--- config.mk ---
export PLATFORM = sky130hd
export DESIGN_NAME = ble_adv_packet_framer_core
export DESIGN_NICKNAME = d
export VERILOG_FILES = /design/src/rtl/bleadv_pkg.sv /design/src/rtl/bleadv_cfg_regs.sv /design/src/rtl/bleadv_in_stage.sv /design/src/rtl/bleadv_engine.sv /design/src/rtl/ble_adv_packet_framer_core.sv
export SDC_FILE = /design/constraint.sdc
export NUM_CORES = 1
export LEC_CHECK = 0
export ABC_AREA = 1
export BUFFER_PORTS_ARGS = -buffer_cell sky130_fd_sc_hd__buf_2
export CORE_MARGIN = 2
export CORE_UTILIZATION = 65
export DETAILED_ROUTE_END_ITERATION = 7
export PLACE_DENSITY_LB_ADDON = 0.2
export SYNTH_ARGS = -nofsm -noshare
export SYNTH_HDL_FRONTEND = slang
export SYNTH_SLANG_ARGS = --single-unit
--- constraint.sdc ---
create_clock -name clk -period 6.3 [get_ports clk]
set_input_delay 0.315 -clock clk [delete_from_list [all_inputs] [get_ports clk]]
set_output_delay 0.315 -clock clk [all_outputs]
set_load 0.02 [all_outputs]
--- src/rtl/bleadv_pkg.sv ---
// bleadv_pkg: shared types, constants and bit-level helpers of the advertising packet framer
`timescale 1ns / 1ps

package bleadv_pkg;

  // payload length limits: AdvA octets plus at most MAX_ADV_DATA data octets
  localparam int          MAX_ADV_DATA = 31;
  localparam int          ADVA_OCTETS  = 6;
  localparam logic [5:0]  LEN_MIN      = 6'(ADVA_OCTETS);
  localparam logic [5:0]  LEN_MAX      = 6'(ADVA_OCTETS + MAX_ADV_DATA);
  localparam logic [5:0]  CNT_SAT      = 6'h3F;

  // crc-24 feedback taps without the x^0 term, which comes in through the shift
  localparam logic [23:0] CRC_TAPS     = 24'h00065A;

  // pdu type codes with special handling
  localparam logic [2:0]  TYPE_ADV_IND  = 3'd0;
  localparam logic [2:0]  TYPE_SCAN_RSP = 3'd4;
  localparam logic [2:0]  TYPE_SCAN_IND = 3'd6;
  localparam logic [2:0]  TYPE_UNDEF    = 3'd7;

  // register reset values
  localparam logic [7:0]  RST_PREAMBLE  = 8'hAA;
  localparam logic [31:0] RST_ACC_ADDR  = 32'h8E89BED6;
  localparam logic [23:0] RST_CRC_INIT  = 24'h555555;
  localparam logic [5:0]  RST_CHANNEL   = 6'd37;
  localparam logic [2:0]  RST_PDU_TYPE  = TYPE_ADV_IND;
  localparam logic [5:0]  RST_PAY_LEN   = 6'd6;

  // configuration register indexes
  typedef enum logic [2:0] {
    CFG_PREAMBLE = 3'd0,
    CFG_ACC_ADDR = 3'd1,
    CFG_CRC_INIT = 3'd2,
    CFG_CHANNEL  = 3'd3,
    CFG_PDU_TYPE = 3'd4,
    CFG_TX_RAND  = 3'd5,
    CFG_RX_RAND  = 3'd6,
    CFG_PAY_LEN  = 3'd7
  } cfg_idx_t;

  // configuration register file contents
  typedef struct packed {
    logic [7:0]  preamble;
    logic [31:0] access_address;
    logic [23:0] crc_init;
    logic [5:0]  channel;
    logic [2:0]  pdu_type;
    logic        tx_addr_random;
    logic        rx_addr_random;
    logic [5:0]  payload_length;
  } cfg_t;

  // one payload word as held in the input stage
  typedef struct packed {
    logic [7:0] payload_octet;
    logic       last_octet;
  } item_t;

  // input stage status seen by the engine
  typedef struct packed {
    logic  valid;
    item_t item;
  } hold_t;

  // air phases of one packet
  typedef enum logic [3:0] {
    PH_PRE,
    PH_AA0,
    PH_AA1,
    PH_AA2,
    PH_AA3,
    PH_HDR0,
    PH_HDR1,
    PH_PAY,
    PH_CRC0,
    PH_CRC1,
    PH_CRC2
  } phase_t;

  typedef struct packed {
    logic [6:0] wh;
    logic [7:0] oct;
  } wh_res_t;

  typedef struct packed {
    logic [23:0] crc;
    logic [6:0]  wh;
    logic [7:0]  oct;
  } pdu_res_t;

  // crc register preset: octets of the init value in reverse order
  function automatic logic [23:0] crc_preset(logic [23:0] v);
    return {v[7:0], v[15:8], v[23:16]};
  endfunction

  // whitening seed: bit 0 set, channel bits 5..0 in bits 1..6
  function automatic logic [6:0] whiten_seed(logic [5:0] ch);
    return {ch[0], ch[1], ch[2], ch[3], ch[4], ch[5], 1'b1};
  endfunction

  // eight whitening steps, bit 0 first
  function automatic wh_res_t whiten_octet(logic [6:0] w_in, logic [7:0] d);
    logic [6:0] w;
    logic [7:0] o;
    logic       b6;
    wh_res_t    r;
    w = w_in;
    o = '0;
    for (int b = 0; b < 8; b++) begin
      b6   = w[6];
      o[b] = d[b] ^ b6;
      w    = {w[5:0], b6};
      w[4] = w[4] ^ b6;
    end
    r.wh  = w;
    r.oct = o;
    return r;
  endfunction

  // header or payload octet: eight crc steps plus whitening
  function automatic pdu_res_t pdu_octet(logic [23:0] crc_in, logic [6:0] w_in,
                                         logic [7:0] d);
    logic [23:0] c;
    logic        nb;
    wh_res_t     wr;
    pdu_res_t    r;
    c = crc_in;
    for (int b = 0; b < 8; b++) begin
      nb = c[23] ^ d[b];
      c  = {c[22:0], nb} ^ (nb ? CRC_TAPS : 24'h0);
    end
    wr    = whiten_octet(w_in, d);
    r.crc = c;
    r.wh  = wr.wh;
    r.oct = wr.oct;
    return r;
  endfunction

  // first header octet from type and address flags
  function automatic logic [7:0] header_octet0(logic [2:0] ptype, logic tx, logic rx);
    logic [2:0] t;
    logic       rxa;
    t   = (ptype == TYPE_UNDEF) ? TYPE_ADV_IND : ptype;
    rxa = (ptype == TYPE_SCAN_RSP) ? 1'b1 : rx;
    return {rxa, tx, 3'b000, t};
  endfunction

  function automatic logic [7:0] bit_rev8(logic [7:0] v);
    return {v[0], v[1], v[2], v[3], v[4], v[5], v[6], v[7]};
  endfunction

endpackage

--- src/rtl/bleadv_cfg_regs.sv ---
// bleadv_cfg_regs: configuration register file with write-only access
`timescale 1ns / 1ps

module bleadv_cfg_regs (
  input  logic               clk,
  input  logic               rst_n,
  input  logic               cfg_wr_en,
  input  logic [2:0]         cfg_index,
  input  logic [31:0]        cfg_wdata,
  output bleadv_pkg::cfg_t   cfg
);
  import bleadv_pkg::*;

  cfg_t cfg_r;
  cfg_t cfg_nxt;

  // register write decode
  always_comb begin
    cfg_nxt = cfg_r;
    if (cfg_wr_en) begin
      case (cfg_idx_t'(cfg_index))
        CFG_PREAMBLE: cfg_nxt.preamble       = cfg_wdata[7:0];
        CFG_ACC_ADDR: cfg_nxt.access_address = cfg_wdata;
        CFG_CRC_INIT: cfg_nxt.crc_init       = cfg_wdata[23:0];
        CFG_CHANNEL:  cfg_nxt.channel        = cfg_wdata[5:0];
        CFG_PDU_TYPE: cfg_nxt.pdu_type       = cfg_wdata[2:0];
        CFG_TX_RAND:  cfg_nxt.tx_addr_random = cfg_wdata[0];
        CFG_RX_RAND:  cfg_nxt.rx_addr_random = cfg_wdata[0];
        CFG_PAY_LEN:  cfg_nxt.payload_length = cfg_wdata[5:0];
        default:      cfg_nxt = cfg_r;
      endcase
    end
  end

  always_ff @(posedge clk) begin
    if (!rst_n) begin
      cfg_r.preamble       <= RST_PREAMBLE;
      cfg_r.access_address <= RST_ACC_ADDR;
      cfg_r.crc_init       <= RST_CRC_INIT;
      cfg_r.channel        <= RST_CHANNEL;
      cfg_r.pdu_type       <= RST_PDU_TYPE;
      cfg_r.tx_addr_random <= 1'b0;
      cfg_r.rx_addr_random <= 1'b0;
      cfg_r.payload_length <= RST_PAY_LEN;
    end else begin
      cfg_r <= cfg_nxt;
    end
  end

  assign cfg = cfg_r;

endmodule

--- src/rtl/bleadv_in_stage.sv ---
// bleadv_in_stage: one-word input register in front of the framing engine
`timescale 1ns / 1ps

module bleadv_in_stage (
  input  logic               clk,
  input  logic               rst_n,
  input  logic               in_tvalid,
  output logic               in_tready,
  input  logic [7:0]         in_tdata,
  input  logic               in_tlast,
  input  logic               consume,
  output bleadv_pkg::hold_t  hold
);
  import bleadv_pkg::*;

  logic  hold_v_r;
  logic  hold_v_nxt;
  item_t item_r;
  logic  in_acc;

  // free when empty or when the engine takes the held word this cycle
  assign in_tready = !hold_v_r || consume;
  assign in_acc    = in_tvalid && in_tready;

  always_comb begin
    hold_v_nxt = hold_v_r;
    if (in_acc) begin
      hold_v_nxt = 1'b1;
    end else if (consume) begin
      hold_v_nxt = 1'b0;
    end
  end

  // valid flag
  always_ff @(posedge clk) begin
    if (!rst_n) begin
      hold_v_r <= 1'b0;
    end else begin
      hold_v_r <= hold_v_nxt;
    end
  end

  // payload, no reset
  always_ff @(posedge clk) begin
    if (in_acc) begin
      item_r.payload_octet <= in_tdata;
      item_r.last_octet    <= in_tlast;
    end
  end

  assign hold.valid = hold_v_r;
  assign hold.item  = item_r;

endmodule

--- src/rtl/bleadv_engine.sv ---
// bleadv_engine: phase sequencer, crc-24 and whitening, output register
`timescale 1ns / 1ps

module bleadv_engine (
  input  logic               clk,
  input  logic               rst_n,
  input  bleadv_pkg::cfg_t   cfg,
  input  bleadv_pkg::hold_t  hold,
  output logic               consume,
  output logic               out_tvalid,
  input  logic               out_tready,
  output logic [7:0]         out_tdata,
  output logic               out_tlast,
  output logic               out_tuser
);
  import bleadv_pkg::*;

  phase_t      ph_r, ph_nxt;
  logic [23:0] crc_r, crc_nxt;
  logic [6:0]  wh_r, wh_nxt;
  logic [5:0]  cnt_r, cnt_nxt;
  logic        mis_r, mis_nxt;
  logic        out_v_r, out_v_nxt;
  logic [7:0]  out_oct_r, oct_nxt;
  logic        out_eop_r, eop_nxt;
  logic        out_mis_r, omis_nxt;

  logic        out_free;
  logic        need_item;
  logic        fire;
  logic [5:0]  cnt_inc;
  pdu_res_t    pdu;
  wh_res_t     whr;
  logic [7:0]  pdu_in;

  // one air word per cycle whenever the output register has room and, outside the crc phases, a word is held
  assign out_free  = !out_v_r || out_tready;
  assign need_item = (ph_r != PH_CRC0) && (ph_r != PH_CRC1) && (ph_r != PH_CRC2);
  assign fire      = out_free && (!need_item || hold.valid);
  assign consume   = fire && (ph_r == PH_PAY);

  // next phase
  always_comb begin
    ph_nxt = ph_r;
    if (fire) begin
      case (ph_r)
        PH_PRE:  ph_nxt = PH_AA0;
        PH_AA0:  ph_nxt = PH_AA1;
        PH_AA1:  ph_nxt = PH_AA2;
        PH_AA2:  ph_nxt = PH_AA3;
        PH_AA3:  ph_nxt = PH_HDR0;
        PH_HDR0: ph_nxt = PH_HDR1;
        PH_HDR1: ph_nxt = PH_PAY;
        PH_PAY:  ph_nxt = hold.item.last_octet ? PH_CRC0 : PH_PAY;
        PH_CRC0: ph_nxt = PH_CRC1;
        PH_CRC1: ph_nxt = PH_CRC2;
        PH_CRC2: ph_nxt = PH_PRE;
        default: ph_nxt = PH_PRE;
      endcase
    end
  end

  // shared pdu octet unit: header octets and payload
  always_comb begin
    case (ph_r)
      PH_HDR0: pdu_in = header_octet0(cfg.pdu_type, cfg.tx_addr_random,
                                      cfg.rx_addr_random);
      PH_HDR1: pdu_in = {2'b00, cfg.payload_length};
      default: pdu_in = hold.item.payload_octet;
    endcase
  end

  assign pdu     = pdu_octet(crc_r, wh_r, pdu_in);
  assign cnt_inc = (cnt_r == CNT_SAT) ? cnt_r : cnt_r + 6'd1;

  // crc words: register bits taken top down, whitened
  always_comb begin
    case (ph_r)
      PH_CRC0: whr = whiten_octet(wh_r, bit_rev8(crc_r[23:16]));
      PH_CRC1: whr = whiten_octet(wh_r, bit_rev8(crc_r[15:8]));
      default: whr = whiten_octet(wh_r, bit_rev8(crc_r[7:0]));
    endcase
  end

  // word contents and datapath updates per phase
  always_comb begin
    crc_nxt  = crc_r;
    wh_nxt   = wh_r;
    cnt_nxt  = cnt_r;
    mis_nxt  = mis_r;
    oct_nxt  = out_oct_r;
    eop_nxt  = out_eop_r;
    omis_nxt = out_mis_r;
    out_v_nxt = out_v_r && !out_tready;
    if (fire) begin
      out_v_nxt = 1'b1;
      eop_nxt   = 1'b0;
      omis_nxt  = 1'b0;
      case (ph_r)
        PH_PRE: begin
          oct_nxt = cfg.preamble;
          crc_nxt = crc_preset(cfg.crc_init);
          wh_nxt  = whiten_seed(cfg.channel);
          cnt_nxt = '0;
        end
        PH_AA0: oct_nxt = cfg.access_address[31:24];
        PH_AA1: oct_nxt = cfg.access_address[23:16];
        PH_AA2: oct_nxt = cfg.access_address[15:8];
        PH_AA3: oct_nxt = cfg.access_address[7:0];
        PH_HDR0, PH_HDR1: begin
          oct_nxt = pdu.oct;
          crc_nxt = pdu.crc;
          wh_nxt  = pdu.wh;
        end
        PH_PAY: begin
          oct_nxt = pdu.oct;
          crc_nxt = pdu.crc;
          wh_nxt  = pdu.wh;
          cnt_nxt = cnt_inc;
          mis_nxt = (cnt_inc != cfg.payload_length) || (cnt_inc < LEN_MIN) ||
                    (cnt_inc > LEN_MAX);
        end
        PH_CRC0, PH_CRC1: begin
          oct_nxt = whr.oct;
          wh_nxt  = whr.wh;
        end
        PH_CRC2: begin
          oct_nxt  = whr.oct;
          wh_nxt   = whr.wh;
          eop_nxt  = 1'b1;
          omis_nxt = mis_r;
          cnt_nxt  = '0;
        end
        default: oct_nxt = out_oct_r;
      endcase
    end
  end

  // control state
  always_ff @(posedge clk) begin
    if (!rst_n) begin
      ph_r    <= PH_PRE;
      out_v_r <= 1'b0;
      cnt_r   <= '0;
    end else begin
      ph_r    <= ph_nxt;
      out_v_r <= out_v_nxt;
      cnt_r   <= cnt_nxt;
    end
  end

  // datapath registers, loaded at packet start before use
  always_ff @(posedge clk) begin
    crc_r     <= crc_nxt;
    wh_r      <= wh_nxt;
    mis_r     <= mis_nxt;
    out_oct_r <= oct_nxt;
    out_eop_r <= eop_nxt;
    out_mis_r <= omis_nxt;
  end

  assign out_tvalid = out_v_r;
  assign out_tdata  = out_oct_r;
  assign out_tlast  = out_eop_r;
  assign out_tuser  = out_mis_r;

endmodule

--- src/rtl/ble_adv_packet_framer_core.sv ---
// ble_adv_packet_framer_core: top level of the advertising packet framer
//
//   channel   dir  handshake          tdata                tlast          tuser
//   in_       in   in_tvalid/tready   [7:0] payload_octet  last_octet     -
//   out_      out  out_tvalid/tready  [7:0] air_octet      end_of_packet  length_mismatch
//   cfg_      in   cfg_wr_en          cfg_wdata[31:0] at register cfg_index[2:0]
//
// one air word leaves per cycle unless stalled or short of input; the first word of
// a packet gives eight (preamble, access address, two header words, payload), the
// last four, others one; a mid-packet word passes the input and output registers
// reset is synchronous, active low, and clears the phase, valid flags and count
// an output stall holds the output register; one word waits in the input stage
// during header and crc bursts
`timescale 1ns / 1ps

module ble_adv_packet_framer_core (
  input  logic        clk,
  input  logic        rst_n,
  input  logic        in_tvalid,
  output logic        in_tready,
  input  logic [7:0]  in_tdata,   // [7:0] payload_octet
  input  logic        in_tlast,
  output logic        out_tvalid,
  input  logic        out_tready,
  output logic [7:0]  out_tdata,  // [7:0] air_octet
  output logic        out_tlast,
  output logic        out_tuser,  // [0] length_mismatch
  input  logic        cfg_wr_en,
  input  logic [2:0]  cfg_index,
  input  logic [31:0] cfg_wdata
);
  import bleadv_pkg::*;

  cfg_t  cfg;
  hold_t hold;
  logic  consume;

  // configuration registers
  bleadv_cfg_regs u_cfg (
    .clk       (clk),
    .rst_n     (rst_n),
    .cfg_wr_en (cfg_wr_en),
    .cfg_index (cfg_index),
    .cfg_wdata (cfg_wdata),
    .cfg       (cfg)
  );

  // input register
  bleadv_in_stage u_in (
    .clk       (clk),
    .rst_n     (rst_n),
    .in_tvalid (in_tvalid),
    .in_tready (in_tready),
    .in_tdata  (in_tdata),
    .in_tlast  (in_tlast),
    .consume   (consume),
    .hold      (hold)
  );

  // framing engine and output register
  bleadv_engine u_eng (
    .clk        (clk),
    .rst_n      (rst_n),
    .cfg        (cfg),
    .hold       (hold),
    .consume    (consume),
    .out_tvalid (out_tvalid),
    .out_tready (out_tready),
    .out_tdata  (out_tdata),
    .out_tlast  (out_tlast),
    .out_tuser  (out_tuser)
  );

endmodule

After elaboration in Yosys (flattened, before gate mapping)
Index checks and enable logic that the tools add are counted.
{"block": "op_classes", "addsub": 1, "multipliers": 0, "n_div": 0, "magnitude_cmp": 2, "n_eq_ne": 24, "n_shift": 0, "mux": 23, "bitwise_logic": 56, "reduce_logical": 38}
{"cell": "$xor A24 B24 Y24", "n": 8}
{"cell": "$mux W11", "n": 8}
{"cell": "$pmux W8 S7", "n": 1}
{"cell": "$pmux W24 S2", "n": 1}
{"cell": "$xor A1 B1 Y1", "n": 48}
{"cell": "$pmux W4 S10", "n": 1}
{"cell": "$pmux W8 S2", "n": 2}
{"cell": "$reduce_and A2 Y1", "n": 13}
{"cell": "$pmux W7 S3", "n": 1}
{"cell": "$eq A3 B3 Y1 const B", "n": 6}
{"cell": "$eq A4 B3 Y1 const B", "n": 4}
{"cell": "$eq A4 B4 Y1 const B", "n": 3}
{"cell": "$ne A4 B4 Y1 const B", "n": 3}
{"cell": "$pmux W6 S2", "n": 1}
{"cell": "$eq A4 B2 Y1 const B", "n": 2}
{"cell": "$reduce_bool A7 Y1", "n": 1}
{"cell": "$add A6 B1 Y6 const B", "n": 1}
{"cell": "$eq A3 B2 Y1 const B", "n": 2}
{"cell": "$eq A6 B6 Y1 const B", "n": 1}
{"cell": "$gt A6 B6 Y1 const B", "n": 1}
{"cell": "$logic_and A1 B1 Y1", "n": 6}
{"cell": "$lt A6 B3 Y1 const B", "n": 1}
{"cell": "$mux W6", "n": 1}
{"cell": "$ne A6 B6 Y1", "n": 1}
{"cell": "13 further kinds", "n": 27}
{"block": "word_totals", "register_bits": 144, "latch_bits": 0, "ram_bits": 0, "mem_bits_ro": 0, "in_bits": 49, "output_inout_bits": 12, "word_cells": 164, "memories": 0}

Logic depth before layout (Yosys ltp)
{"block": "logic_depth", "word_depth": 28, "depth_mapped": 15, "depth_no_buf": 14}

Cells and area by module
From an unflattened synthesis, not the netlist that was laid out.
{"block": "hier_totals", "hier_cells": 1049, "area_unflattened_um2": 7551.0}
{"mod": "bleadv_engine", "instances": 1, "cells_each": 592, "area_each_um2": 4080.2, "seq_area_each_um2": 1481.4}
{"mod": "bleadv_cfg_regs", "instances": 1, "cells_each": 440, "area_each_um2": 3141.8, "seq_area_each_um2": 1621.6}
{"mod": "bleadv_in_stage", "instances": 1, "cells_each": 17, "area_each_um2": 329.1, "seq_area_each_um2": 290.3}

Least setup slack after synthesis
OpenSTA, ideal clock, no wires.
{"block": "synth_path", "path_type": "register to register", "startpoint": "reg u_eng.ph_r[0]", "endpoint": "reg u_eng.crc_r[0], enable pin", "setup_ns": 0.413, "t_arrival_ns": 2.204, "t_required_ns": 5.887, "setup_slack_ns": 3.683, "path_stages_with_launch": 6, "cell_sequence": "dfxtp_1 > inv_4 > nand2_4 > nand2_1 > clkbuf_1 > a21oi_1"}
{"block": "synth_between", "elab_chain_cells": 7}
{"element": "start, declared", "line": "bleadv_engine.sv:18", "text": "phase_t ph_r, ph_nxt;"}
{"element": "start signal, assigned", "line": "bleadv_engine.sv:146", "text": "ph_r <= ph_nxt;"}
{"element": "$ne A4 B4 Y1", "line": "bleadv_engine.sv:38", "text": "assign need_item = (ph_r != PH_CRC0) && (ph_r != PH_CRC1) && (ph_r != PH_CRC2);"}
{"element": "$logic_and A1 B1 Y1 (2 in a row)", "line": "bleadv_engine.sv:38"}
{"element": "$logic_not A1 Y1", "line": "bleadv_engine.sv:39", "text": "assign fire = out_free && (!need_item || hold.valid);"}
{"element": "$logic_or A1 B1 Y1", "line": "bleadv_engine.sv:39"}
{"element": "$logic_and A1 B1 Y1", "line": "bleadv_engine.sv:39"}
{"element": "$reduce_and A2 Y1 (no line) (*)"}
{"element": "end signal, assigned", "line": "bleadv_engine.sv:154", "text": "crc_r <= crc_nxt;"}
{"element": "end, declared", "line": "bleadv_engine.sv:19", "text": "logic [23:0] crc_r, crc_nxt;"}
Mark *: on every way between the ends. The rest lies on a longest branch, timed or not.
A chain may end at the register's enable or synchronous reset.

Final worst setup path
{"block": "layout_path", "startpoint": "reg u_eng.ph_r[1]", "endpoint": "reg u_eng.out_oct_r[7] (netlist: u_eng.out_tdata[7]) (data pin)"}
{"block": "layout_between", "elab_chain_cells": 4}
{"element": "$eq A4 B3 Y1", "line": "bleadv_engine.sv:65, bleadv_engine.sv:99"}
{"element": "$pmux W8 S2", "line": "bleadv_engine.sv:65", "text": "case (ph_r)"}
{"element": "$xor A1 B1 Y1", "line": "bleadv_pkg.sv:112", "text": "o[b] = d[b] ^ b6;"}
{"element": "$pmux W8 S7 (*)", "line": "bleadv_engine.sv:99", "text": "case (ph_r)"}
{"element": "end signal, assigned", "line": "bleadv_engine.sv:157", "text": "out_oct_r <= oct_nxt;"}
{"element": "end, declared", "line": "bleadv_engine.sv:24", "text": "logic [7:0] out_oct_r, oct_nxt;"}
Marks and branches as above.

==> flow_summary_export.csv <==
group,metric,value,unit
outcome,outcome,"complete, no violations",
critical_path,r2r-start,"u_eng.ph_r[1]",
yosys,synth.top_cell.area_share,24.9,%
drt,routed_wl,20600,um
yosys,synthArstFlopShare,0,%
drt,drtIter0Drc,757,
yosys,synth_cells,1013,
critical_path,path_cells,"inv_1 > nand2_4 > nand2_1 > inv_2 > nor2_2 > inv_2 > nand2_1 > inv_1 > o211ai_1 > nand3_1 > nand2_1 > inv_1",
critical_path,worstPathRequired,6.51,ns
grt,overflow,0,
critical_path,cpPeakStageDelay,0.74,ns
drt,ant_nets,0,
sta,holdWs,0.0506,ns
critical_path,reg2regPathDepth,12,
sta,worst_slew_pin_slew,1.01,ns
clock_tree,clockBufferDepth,2,
critical_path,path_delay_family,"simple AND/OR/NAND/NOR gates",
finish,drive_gt1_share,16.6,%
finish,final_cells,1222,
yosys,synthFlopType,"dfxtp_1",
drt,wire_per_inst,16.9,um
finish,fin_nets,1116,
critical_path,critPathLaunchType,"flop",
power_and_ir_drop,cellPowerDensity,272,mW/mm2
die,num_io_pins,61,
grt,grt_usage,34.4,%
grt,grt_antenna_before_repair,0,
power_and_ir_drop,ir_worst_vdd,0.283,mV
finish,diodes,0,
clock_tree,post_cts_resized,0,
clock_tree,root_buffer,"clkbuf_16",
clock_tree,cts_tree,"done",
drt,avgViaCountPerCell,5.73,
sta,rsz0062_at_grt,"no",
grt,first_global_vias,6448,
placed_design,place_hpwl,14800,um
die,start_util,66.1,%
clock_tree,postCtsSetupBuffers,0,
yosys,yosysWarningCount,0,
yosys,synth_top_area_cell,"dfxtp_1",
yosys,seq_area_frac_synth,45.3,%
yosys,synth_cell_type_count,46,
critical_path,reg2reg_slack,3.04,ns
placed_design,place_area,0.00786,mm2
die,core,0.0113,mm2
yosys,synth_nets,1063,
critical_path,crit_fanout,33,
grt,grt_start_max_net_pins,81,
yosys,syn_area_per_cell,7.39,um2
critical_path,worstSetupPathType,"flop to flop",
clock_tree,clkSlewWorstSetupHoldPaths,0.07,ns
power_and_ir_drop,leakagePower,0.00392,uW
placed_design,preCtsSetupSlack,3.07,ns
sta,slew_viol_final,0,
critical_path,timing.rr.end,"u_eng.out_tdata[7]",
clock_tree,clk-insertion-delay-late,0.44,ns
sta,setup_viol,0,
sta,hold_violations,0,
finish,final_common_cell,"nand2_1",
finish,layout_common_cells,"nand2_1 (296), nand3_1 (112), nor2_1 (106)",
placed_design,dp.cells,1190,
yosys,synth-edff-count,51,
sta,slew_headroom,32.3,%
placed_design,globalplace.congestion,0.936,
sta,post-route-period-util,51.8,%
die,die_w,111,um
finish,area.growth.synth_to_final,13.0,%
worst_hold_path,hold_depth,1,
die,dieArea,0.0124,mm2
drt,drc,0,
critical_path,slowest_stage,"nand2_1",
finish,final_area,0.00846,mm2
worst_hold_path,hold_end,"u_in.hold[0]",
yosys,ys_top_cells_by_area,"dfxtp_1 (25%), edfxtp_1 (20%), nand2_1 (15%)",
worst_hold_path,hold_start,"in_tlast",
clock_tree,cts_hold_buf,0,
finish,n_fill_cell,921,
clock_tree,htree_levels,4,
yosys,synth_seq_cells,144,
worst_hold_path,worstHoldPathType,"input pin to flop",
clock_tree,cts_made_buffers,17,
sta,fmax,307,MHz
sta,fin_setup_tns,0,ns
sta,finalCriticalPeriod,3.26,ns
job,cap_violations,0,
die,die-height,111,um
sta,setup_slack,3.04,ns
placed_design,port_buffers,60,
sta,finalClockSkew,0.00853,ns
critical_path,path_buf_inv,5,
critical_path,worst_setup_path_end_kind,"flop",
die,rows,39,
yosys,synth_area,0.00749,mm2
clock_tree,cts_sinks,144,
drt,dr.pass1.iters,5,
grt,grt_pass1_wl,33300,um
critical_path,cp_data_arrival_time,3.47,ns
drt,num_vias,7000,
## routing by layer
| metal | track usage [%] | wire (um) |
|---|---|---|
| met4 | 11.9 | 588 |
| met1 | 47.1 | 8700 |
| met5 | 0 | 0 |
| met3 | 7.55 | 1860 |
| met2 | 54.4 | 9450 |
## flip-flops by register name (all words and copies together) (netlist names), 4 cells and up
| register | cells |
|---|---|
| u_in.hold | 9 |
| u_eng.wh_r | 7 |
| u_eng.ph_r | 4 |
| u_eng.cnt_r | 6 |
| u_eng.crc_r | 24 |
| u_cfg.cfg | 81 |
| u_eng.out_tdata | 8 |
## stage by stage
stage,power [uW],utilization [%]
5_1_grt,2370,74.7
3_3_place_gp,1290,69.5
6_report,2300,74.7
3_5_place_dp,1290,69.5
4_1_cts,2300,74.7
2_1_floorplan,1210,-
## worst max-delay path by stage
stage	start	end	cells past startpoint
floorplan	u_eng.ph_r[0]	u_eng.crc_r[0]	5
global placement	u_eng.ph_r[1]	u_eng.wh_r[1]	6
detailed placement	u_eng.ph_r[1]	u_eng.wh_r[1]	6
CTS	u_eng.ph_r[1]	u_eng.wh_r[1]	6
global route	u_eng.ph_r[1]	u_eng.out_tdata[7]	12
finish	u_eng.ph_r[1]	u_eng.out_tdata[7]	12
## cell families after synthesis
group | after synthesis | synth area share [%]
AND/OR/NAND/NOR | 590 | 35.7
adder cells (fa/ha/maj) | 1 | 0.167
AO/OA/AOI/OAI | 145 | 11.1
flip-flops | 144 | 45.3
XOR/XNOR | 8 | 1.04
buffers and inverters | 125 | 6.70
## power breakdown
part / internal, uW / total [uW] / switching (uW)
logic: 75.8 / 243 / 167
clock network: 564 / 1020 / 458
registers: 1010 / 1030 / 26.7
total: 1650 / 2300 / 651
## synthesized netlist by cell type, types with 2 or more instances
cell type / instances
or2_2: 3
nand2_2: 36
a21oi_1: 36
xor2_1: 5
dfxtp_1: 93
clkinv_1: 2
xnor2_1: 2
nand2_1: 296
inv_1: 79
o21a_1: 2
nand3_2: 2
o2111ai_1: 4
buf_6: 2
nand4_1: 5
o21ai_1: 3
o211ai_1: 12
nor2_1: 106
nand3_4: 4
clkbuf_1: 24
nor3_1: 5
buf_2: 3
inv_2: 11
a2111oi_0: 3
nor2_2: 4
edfxtp_1: 51
nor2_4: 5
o21ai_0: 73
inv_4: 2
o22ai_1: 2
o21ai_2: 2
nand3_1: 112
a211oi_1: 3
nand2_4: 8
## worst reg2reg max path: cells and delay by family (launching register included)
kind	cells	cell delay, ns
flops	1	0.45
simple gates	6	1.66
compound gates	1	0.08
buf+inv	5	0.83
## final cells by class
class | count | area [um2] | share of cell area (%)
timing repair buffer | 64 | 330 | 3.90
clock inverter | 15 | 171 | 2.03
clock buffer | 17 | 425 | 5.03
sequential | 144 | 3390 | 40.1
multi-input combinational | 744 | 3590 | 42.5
tap | 143 | 179 | 2.11
inverter | 95 | 367 | 4.33
(Power assumes the default switching activity.)
